## config.mk

```make
export PLATFORM = sky130hd
export DESIGN_NAME = murmur3_x86_32_stream_hash
export DESIGN_NICKNAME = d
export VERILOG_FILES = /design/src/hw/rtl/mm3h_pkg.sv /design/src/hw/rtl/mm3h_ctrl.sv /design/src/hw/rtl/mm3h_datapath.sv /design/src/hw/rtl/murmur3_x86_32_stream_hash.sv
export SDC_FILE = /design/constraint.sdc
export NUM_CORES = 2
export LEC_CHECK = 0
export BUFFER_PORTS_ARGS = -buffer_cell sky130_fd_sc_hd__buf_2
export CAP_MARGIN = 25
export CORE_MARGIN = 3
export CORE_UTILIZATION = 50
export DETAILED_ROUTE_END_ITERATION = 12
export PLACE_DENSITY = 0.67
export REMOVE_ABC_BUFFERS = 1
export SYNTH_ARGS = -nofsm -noshare
export SYNTH_HDL_FRONTEND = slang
export SYNTH_SLANG_ARGS = --single-unit
export TNS_END_PERCENT = 100
```

## constraint.sdc

```tcl
create_clock -name clk -period 6.95 [get_ports clk]
set_clock_uncertainty 0.1 [all_clocks]
set_input_delay 0 -clock clk [delete_from_list [all_inputs] [get_ports clk]]
set_output_delay 0 -clock clk [all_outputs]
set_load 0.05 [all_outputs]
```

## src/hw/rtl/mm3h_pkg.sv

```systemverilog
// ----------------------------------------------------------------------------
// mm3h_pkg
// shared types and constants of the murmur3 x86_32 stream hash
// ----------------------------------------------------------------------------
package mm3h_pkg;

	localparam int unsigned WordW   = 32;
	localparam int unsigned NvW     = 3;
	localparam int unsigned InDataW = 40;

	localparam logic [WordW-1:0] MixC1  = 32'hcc9e2d51;
	localparam logic [WordW-1:0] MixC2  = 32'h1b873593;
	localparam logic [WordW-1:0] FoldN  = 32'he6546b64;
	localparam logic [WordW-1:0] FinF1  = 32'h85ebca6b;
	localparam logic [WordW-1:0] FinF2  = 32'hc2b2ae35;
	localparam logic [NvW-1:0]   FullNv = 3'd4;

	typedef enum logic [2:0] {
		ST_IDLE,
		ST_MUL1,
		ST_MUL2,
		ST_MIX,
		ST_FIN0,
		ST_FIN1,
		ST_FIN2,
		ST_FIN3
	} state_t;

	typedef struct packed {
		logic load;
		logic mul1;
		logic mul2;
		logic mix;
		logic fin0;
		logic fin1;
		logic fin2;
		logic fin_out;
	} cmd_t;

	typedef struct packed {
		logic in_last;
		logic in_has_bytes;
		logic key_fin;
		logic out_free;
	} sts_t;

endpackage

```

## src/hw/rtl/mm3h_ctrl.sv

```systemverilog
// ----------------------------------------------------------------------------
// mm3h_ctrl
// sequencer stepping one item through block mix and finalization
// ----------------------------------------------------------------------------
module mm3h_ctrl
	import mm3h_pkg::*;
(
	input  logic clk,
	input  logic arst_n,
	input  logic s_tvalid,
	output logic s_tready,
	input  sts_t sts,
	output cmd_t cmd
);

	state_t state_q;
	state_t state_d;

	always_ff @(posedge clk or negedge arst_n) begin
		if (!arst_n) begin
			state_q <= ST_IDLE;
		end else begin
			state_q <= state_d;
		end
	end

	always_comb begin
		state_d = state_q;
		case (state_q)
			ST_IDLE: begin
				if (s_tvalid) begin
					if (!sts.in_last || sts.in_has_bytes) begin
						state_d = ST_MUL1;
					end else begin
						state_d = ST_FIN0;
					end
				end
			end
			ST_MUL1: state_d = ST_MUL2;
			ST_MUL2: state_d = ST_MIX;
			ST_MIX: begin
				state_d = sts.key_fin ? ST_FIN0 : ST_IDLE;
			end
			ST_FIN0: state_d = ST_FIN1;
			ST_FIN1: state_d = ST_FIN2;
			ST_FIN2: state_d = ST_FIN3;
			ST_FIN3: begin
				if (sts.out_free) begin
					state_d = ST_IDLE;
				end
			end
			default: state_d = ST_IDLE;
		endcase
	end

	always_comb begin
		cmd      = '0;
		s_tready = 1'b0;
		case (state_q)
			ST_IDLE: begin
				s_tready = 1'b1;
				cmd.load = s_tvalid;
			end
			ST_MUL1: cmd.mul1 = 1'b1;
			ST_MUL2: cmd.mul2 = 1'b1;
			ST_MIX:  cmd.mix  = 1'b1;
			ST_FIN0: cmd.fin0 = 1'b1;
			ST_FIN1: cmd.fin1 = 1'b1;
			ST_FIN2: cmd.fin2 = 1'b1;
			ST_FIN3: cmd.fin_out = sts.out_free;
			default: cmd = '0;
		endcase
	end

endmodule

```

## src/hw/rtl/mm3h_datapath.sv

```systemverilog
// ----------------------------------------------------------------------------
// mm3h_datapath
// seed, running hash, byte count, block mix and avalanche registers
// ----------------------------------------------------------------------------
module mm3h_datapath
	import mm3h_pkg::*;
(
	input  logic               clk,
	input  logic               arst_n,
	input  logic [InDataW-1:0] s_tdata,
	input  logic               s_tlast,
	input  logic               cfg_valid,
	input  logic [WordW-1:0]   cfg_data,
	input  logic               m_tready,
	output logic               m_tvalid,
	output logic [WordW-1:0]   m_tdata,
	input  cmd_t               cmd,
	output sts_t               sts
);

	logic [WordW-1:0] seed_q;
	logic [WordW-1:0] hash_q;
	logic [WordW-1:0] total_q;
	logic [WordW-1:0] k_q;
	logic [WordW-1:0] acc_q;
	logic [WordW-1:0] out_q;
	logic             out_valid_q;
	logic             fin_q;
	logic             full_q;

	logic [WordW-1:0] in_word;
	logic [NvW-1:0]   in_nv_raw;
	logic [NvW-1:0]   in_nv;
	logic [WordW-1:0] in_mask;
	logic [WordW-1:0] inc;
	logic [WordW:0]   sum;
	logic [WordW-1:0] total_next;
	logic [WordW-1:0] k_rot;
	logic [WordW-1:0] h_x;
	logic [WordW-1:0] h_rot;
	logic [WordW-1:0] h_fold;
	logic [WordW-1:0] f_x;
	logic [WordW-1:0] a_x13;

	assign in_word   = s_tdata[WordW-1:0];
	assign in_nv_raw = s_tdata[WordW+NvW-1:WordW];
	assign in_nv     = in_nv_raw[2] ? FullNv : in_nv_raw;

	always_comb begin
		case (in_nv)
			3'd1:    in_mask = 32'h0000_00ff;
			3'd2:    in_mask = 32'h0000_ffff;
			3'd3:    in_mask = 32'h00ff_ffff;
			default: in_mask = 32'hffff_ffff;
		endcase
	end

	assign inc        = s_tlast ? {{(WordW-NvW){1'b0}}, in_nv} : 32'd4;
	assign sum        = {1'b0, total_q} + {1'b0, inc};
	assign total_next = sum[WordW] ? {WordW{1'b1}} : sum[WordW-1:0];

	assign k_rot  = {k_q[16:0], k_q[31:17]};
	assign h_x    = hash_q ^ k_q;
	assign h_rot  = {h_x[18:0], h_x[31:19]};
	assign h_fold = h_rot + {h_rot[29:0], 2'b00} + FoldN;
	assign f_x    = hash_q ^ total_q;
	assign a_x13  = acc_q ^ (acc_q >> 13);

	assign sts.in_last      = s_tlast;
	assign sts.in_has_bytes = (in_nv != 3'd0);
	assign sts.key_fin      = fin_q;
	assign sts.out_free     = !out_valid_q || m_tready;

	always_ff @(posedge clk or negedge arst_n) begin
		if (!arst_n) begin
			seed_q      <= '0;
			hash_q      <= '0;
			total_q     <= '0;
			out_valid_q <= 1'b0;
			fin_q       <= 1'b0;
			full_q      <= 1'b0;
		end else begin
			if (cfg_valid) begin
				seed_q <= cfg_data;
			end
			if (cmd.load) begin
				if (total_q == '0) begin
					hash_q <= seed_q;
				end
				total_q <= total_next;
				fin_q   <= s_tlast;
				full_q  <= !s_tlast || (in_nv == FullNv);
			end
			if (cmd.mix) begin
				hash_q <= full_q ? h_fold : h_x;
			end
			if (cmd.fin_out) begin
				total_q     <= '0;
				out_valid_q <= 1'b1;
			end else if (m_tready) begin
				out_valid_q <= 1'b0;
			end
		end
	end

	// work registers, no reset needed
	always_ff @(posedge clk) begin
		if (cmd.load) begin
			k_q <= s_tlast ? (in_word & in_mask) : in_word;
		end
		if (cmd.mul1) begin
			k_q <= k_q * MixC1;
		end
		if (cmd.mul2) begin
			k_q <= k_rot * MixC2;
		end
		if (cmd.fin0) begin
			acc_q <= f_x ^ (f_x >> 16);
		end
		if (cmd.fin1) begin
			acc_q <= acc_q * FinF1;
		end
		if (cmd.fin2) begin
			acc_q <= a_x13 * FinF2;
		end
		if (cmd.fin_out) begin
			out_q <= acc_q ^ (acc_q >> 16);
		end
	end

	assign m_tvalid = out_valid_q;
	assign m_tdata  = out_q;

endmodule

```

## src/hw/rtl/murmur3_x86_32_stream_hash.sv

```systemverilog
// ----------------------------------------------------------------------------
// murmur3_x86_32_stream_hash
// murmurhash3 x86_32 over a key streamed as little-endian 32-bit words
// ----------------------------------------------------------------------------
// channel   dir  handshake          payload
// s_*       in   s_tvalid/s_tready  s_tdata: key_word, valid_bytes; s_tlast: last
// m_*       out  m_tvalid/m_tready  m_tdata: hash_value
// cfg_*     in   cfg_valid/cfg_ready cfg_data: seed
//
// a non-last item steps through accept, two multiply steps and fold
// a last item goes on to finalization (with zero valid bytes it skips the block mix):
// the sequencer walks the block mix multipliers and then the two avalanche multipliers, one per cycle
// reset clears seed, running hash, byte count and output valid
// the result sits in an output register; the next item is accepted while it waits,
// and a further finish stalls only until that register is taken
// ----------------------------------------------------------------------------
module murmur3_x86_32_stream_hash
	import mm3h_pkg::*;
(
	input  logic               clk,
	input  logic               arst_n,
	input  logic               s_tvalid,
	output logic               s_tready,
	input  logic [InDataW-1:0] s_tdata,   // [31:0] key_word, [34:32] valid_bytes, [39:35] zero
	input  logic               s_tlast,   // last
	output logic               m_tvalid,
	input  logic               m_tready,
	output logic [WordW-1:0]   m_tdata,   // [31:0] hash_value
	input  logic               cfg_valid,
	output logic               cfg_ready,
	input  logic [WordW-1:0]   cfg_data   // [31:0] seed
);

	cmd_t cmd;
	sts_t sts;

	assign cfg_ready = 1'b1;

	mm3h_ctrl u_ctrl (
		.clk      (clk),
		.arst_n   (arst_n),
		.s_tvalid (s_tvalid),
		.s_tready (s_tready),
		.sts      (sts),
		.cmd      (cmd)
	);

	mm3h_datapath u_datapath (
		.clk       (clk),
		.arst_n    (arst_n),
		.s_tdata   (s_tdata),
		.s_tlast   (s_tlast),
		.cfg_valid (cfg_valid),
		.cfg_data  (cfg_data),
		.m_tready  (m_tready),
		.m_tvalid  (m_tvalid),
		.m_tdata   (m_tdata),
		.cmd       (cmd),
		.sts       (sts)
	);

endmodule
```

=== After elaboration in Yosys (flattened, before gate mapping) ===
Cells that the tools add are included.
Widths: inputs -> output; s select.

* $mul: 4
* Reduce and logical (&&, ||, !) cells: 16
* Muxes and demuxes: 33
* Add/sub/neg operators: 3
* Equal/unequal tests: 13
* Bitwise logic cells: 6

{| class="wikitable"
|+ Operator list
! operator !! number
|-
| $mux 32 || 14
|-
| $pmux 32 s3 || 1
|-
| $mul 32x31->32 const B || 2
|-
| $xor 32x16->32 || 2
|-
| $xor 32x32->32 || 2
|-
| $add 32x32->33 || 1
|-
| $add 32x32->32 || 1
|-
| $add 32x32->32 const B || 1
|-
| $and 32x32->32 || 1
|-
| $logic_not 32->1 || 1
|-
| $mul 32x29->32 const B || 1
|-
| $mul 32x32->32 const B || 1
|-
| $xor 32x19->32 || 1
|-
| $pmux 3 s8 || 1
|-
| $mux 3 || 6
|-
| $eq 3x3->1 const B || 5
|-
| $eq 3x2->1 const B || 4
|-
| $mux 1 || 11
|-
| $reduce_bool 3->1 || 3
|-
| $reduce_bool 2->1 || 4
|-
| $eq 3x1->1 const B || 2
|-
| $reduce_and 2->1 || 2
|-
| $logic_not 3->1 || 1
|-
| $logic_or 1x1->1 || 3
|-
| 3 further kinds || 4
|}

* Input bits: 78
* Register bits after elaboration: 198
* Output and inout bits: 35

=== Logic depth before layout (Yosys ltp) ===
* Word-level depth: 8
* Mapped depth: 27

=== Hierarchy ===
A second synthesis with hierarchy kept.

* Cell total of the unflattened synthesis: 4639
* Area total of the unflattened synthesis: 45371.0 sq um

{| class="wikitable"
|+ Modules (own cells, without submodules)
! module !! times used !! cells an instance !! area each (sq um) !! sequential area each (sq um)
|-
| mm3h_datapath || 1 || 4607 || 45104.5 || 5360.1
|-
| mm3h_ctrl || 1 || 30 || 255.2 || 75.1
|-
| murmur3_x86_32_stream_hash || 1 || 2 || 11.3 || 0.0
|}

=== Least setup slack after synthesis ===
OpenSTA, ideal clock, no wires.

* Kind: reg-to-reg
* From: register u_datapath.acc_q[20]
* To: register u_datapath.acc_q[30] (data pin)
* Stages on the path, launching flop included: 27
* Arrival time: 6926 ps
* Period minus slack after synthesis: 7297 ps
* Required time: 6579 ps
* Path buffers: 0
* Slack: -347 ps
* Cells stage by stage: edfxtp_1 > xnor2_1 > inv_1 > ha_1 > inv_1 > fa_1 > fa_1 > fa_1 > inv_1 > fa_1 > inv_1 > fa_1 > inv_1 > fa_1 > inv_1 > fa_1 > inv_1 > ha_1 > a21oi_1 > o21ai_1 > o21ai_0 > a21oi_1 > a211o_1 > a2111o_1 > a41oi_1 > mux2i_1 > a211oi_1

* Word-level cells in the longest chain between the ends: 3

{| class="wikitable"
|+ Ends and longest elaborated chain
! what !! RTL line !! text
|-
| start: declaration || mm3h_datapath.sv:25 || <nowiki>logic [WordW-1:0] acc_q;</nowiki>
|-
| start signal: assignment || mm3h_datapath.sv:118 || <nowiki>acc_q <= f_x ^ (f_x >> 16);</nowiki>
|-
| start signal: assignment || mm3h_datapath.sv:121 || <nowiki>acc_q <= acc_q * FinF1;</nowiki>
|-
| start signal: assignment || mm3h_datapath.sv:124 || <nowiki>acc_q <= a_x13 * FinF2;</nowiki>
|-
| $mul 32x32->32 or $xor 32x19->32 (tied branches) || mm3h_datapath.sv:121, mm3h_datapath.sv:67 ||
|-
| $mux 32 or $mul 32x31->32 (tied branches) || mm3h_datapath.sv:120, mm3h_datapath.sv:124 ||
|-
| $mux 32 (*) || mm3h_datapath.sv:123 || <nowiki>if (cmd.fin2) begin</nowiki>
|}

Every way passes the cells marked *; elsewhere a longest branch is shown, timed or not.
A chain may end at the register's enable or synchronous reset.

=== Final worst setup path ===
* From: register u_datapath.acc_q[15]
* To: register u_datapath.acc_q[30] (data pin)

Same word-level chain as after synthesis.

==> impl_results.md <==
* Reg-to-reg endpoint: u_datapath.acc_q[30]
* Global-route wire length before repair at 213.9 mm
* Crit path DAT at 6.95 ns
* Full die area at 93730 um2
* Ranking of synthesized cells by area: fa_1 (33%), ha_1 (22%), inv_1 (11%), edfxtp_1 (6.4%), dfrtp_1 (5.7%)
* TritonCTS Buffers at 17
* CTS sink cnt at 198
* Synth top area share at around a third
* Gpl congestion at 0.9965
* Post-synth EDFFs at 96
* Netlist cell types at between 80 and 90
* DP Wirelength at ~120 mm
* Peak Freq at 146.7 MHz
* Largest net degree at the start of global routing at 61
* Final nets at 6702
* Cell count after synthesis at 4602
* Reg-to-reg startpoint: u_datapath.acc_q[15]
* Final Max Slew Viols at 0
* Slew HR at 35.87%
* Violated checks: negative hold slack
* Setup crit start kind: flop
* Die height at 306.2 um
* Outcome: complete, but fails checks
* RSZ-0062 raised after global routing: yes
* Starting density of the core at 50.66%
* # Max-Cap Violations at 0
* Port buffer count at 106
* Required time worst endpoint at 7.08 ns
* Hold slack at -0.02005 ns
* Register area at 5436 um2
* Synth Area per Inst at 9.788 um2
* Area growth syn-to-layout at 14.95%
* Vias at 34110
* DRC errors left at 0
* Worst-margin pin slew at 0.9619 ns
* CTS root buf: clkbuf_16
* Met1 wire length at approximately 59 mm
* Count leader, synth: inv_1
* Finished Cell Area at 51780 um2
* Drt wl/cell at roughly 22 um
* Clock slew at reported path FFs at 0.08 ns
* I/O pins at 113
* Number of iterations in the first detailed-routing pass at 6
* Initial antenna violation count at 3
* Top_reg_cell synth: dfrtp_1
* Final WL at about 140 mm
* Std cell rows at around 110
* Vias/cell at 5.418
* CTS tree: yes
* Post-synth ARST share at 51.52%
* Commonest cells in the netlist: inv_1 (1317), ha_1 (778), fa_1 (733)
* Clk Latency, worst-skew pair at about 0.5 ns
* Multi-input gate area at around 35000 um2
* Initial drt markers at 2690
* Min Tclk post-route at 6.816 ns
* Vias in the first global route at 35740
* Deepest clock path buffer count at 2
* Seq/Total Area, Yosys at 12.07%
* CP Capture Type: flop
* Synthesized area at between 40000 and 50000 um2
* H-tree Lvls at 4
* Layout cells sized above 1 at 13.69%
* Cell taking the most area after synthesis: fa_1
* Synth Register Bits at 198
* Reg2reg path depth at 21
* CP Max Fanout at 4
* Top sig layer: met4
* Final setup vio count at 0
* Wire length on met3 at about 12 mm
* Crit path kind: reg -> reg
* GR Overflow Total at 0
* Die Wd at 306.2 um
* Crit share post-route at 98.07%
* Synth Warn # at 0
* Dpl cell area at 49290 um2
* Fin. Hold Viols at 7
* WL met2 at 63.45 mm
* FILL cells at 7807
* Global Route Usage Sum at 30.50%
* Reg2Reg Setup Slack at about 0.13 ns
* ANT nets after route at 0
* Hold Path Class: in -> async
* Core ar. at 88920 um2
## kinds of logic (layout without fill, tap and decap cells)
family | count (synthesis) | in the layout | synth area share [%]
simple gates | 482 | 482 | 5.069
flops | 198 | 198 | 12.07
xor+xnor | 353 | 353 | 6.911
fa+ha+maj | 1511 | 1511 | 54.19
mux | 43 | 43 | 1.053
buf+inv | 1382 | 1906 | 11.58
other cells | 1 | 5 | 0.008325
compound gates | 632 | 632 | 9.128
## through the flow
stage | setup WS, ns | TNS, ns | cells | utilization (%)
CTS | 0.006809 | 0 | 6243 | 57.06
floorplan | -0.3515 | -1.257 | 4538 | -
global route | -0.09639 | -0.2183 | 6291 | 58.22
detailed placement | -0.2848 | -1.008 | 6139 | 55.44
global placement | -0.3183 | -1.139 | 6139 | 55.44
finish | 0.1339 | 0 | 6295 | 58.23
## flip-flops by register name, summed over array words and instances (netlist names)
name / count
u_datapath.hash_q: 32
u_datapath.total_q: 32
u_datapath.k_q: 32
u_datapath.m_tdata: 32
u_datapath.m_tvalid: 1
u_datapath.seed_q: 32
u_datapath.full_q: 1
u_datapath.fin_q: 1
u_ctrl.state_q: 3
u_datapath.acc_q: 32
## worst max path at each step
| stage | to | start | slack, ns | depth (start not counted) |
|---|---|---|---|---|
| floorplan | u_datapath.acc_q[29] | u_datapath.acc_q[20] | -0.35 | 26 |
| global placement | u_datapath.acc_q[30] | u_datapath.acc_q[7] | -0.32 | 26 |
| detailed placement | u_datapath.acc_q[30] | u_datapath.acc_q[7] | -0.28 | 26 |
| CTS | u_datapath.acc_q[30] | u_datapath.acc_q[6] | 0.007 | 25 |
| global route | u_datapath.acc_q[30] | u_datapath.acc_q[8] | -0.1 | 25 |
| finish | u_datapath.acc_q[30] | u_datapath.acc_q[15] | 0.13 | 21 |
## critical path, cell delays in order (launching register included)
cell and delay (ns):
edfxtp_1 0.52, xor2_2 0.23, buf_4 0.16, ha_4 0.22, fa_1 0.51, inv_1 0.06
fa_1 0.50, fa_1 0.52, inv_1 0.06, fa_1 0.60, fa_1 0.44, fa_1 0.50
inv_1 0.05, fa_1 0.48, inv_1 0.05, ha_1 0.30, buf_4 0.17, a211o_1 0.27
a2111o_1 0.38, a41oi_2 0.16, mux2i_1 0.21, a211oi_1 0.06
## layout by cell type (no fill, tap or decap), drive strengths merged, types with 31 or more instances in the layout
cell type and count:
dfrtp 102, o21ai 136, nand2 141, a211oi 39, xnor2 245, a21o 58
fa 733, inv 1325, nand3 31, nor2 146, a21oi 172, buf 486
ha 778, xor2 107, mux2 35, edfxtp 96, dlygate4sd3 70
## area by class of cell
class / instances / area share [%]
Multi-Input combinational cell: 3022 / 67.84
Sequential cell: 198 / 10.50
Inverter: 1318 / 9.562
Timing Repair Buffer: 556 / 8.117
Tap cell: 1165 / 2.815
Clock buffer: 19 / 0.8965
Clock inverter: 13 / 0.2513
Antenna cell: 4 / 0.01933
## per-layer routing
metal,up-vias,GRT usage [%]
met5,-,0
met3,230,5.788
met1,17010,41.86
li1,15560,-
met4,0,10.70
met2,1307,48.69
## repair_timing
action	CTS	global route
pin swaps	11	68
setup endpoints to repair	9	23
hold buffers	70	0
resized for setup	26	129
hold endpoints to repair	117	0
buffers inserted	2	47
Power is left out: the tool's default activity adds up to more than one toggle a clock period on the data nets, which glitch-free logic cannot reach.
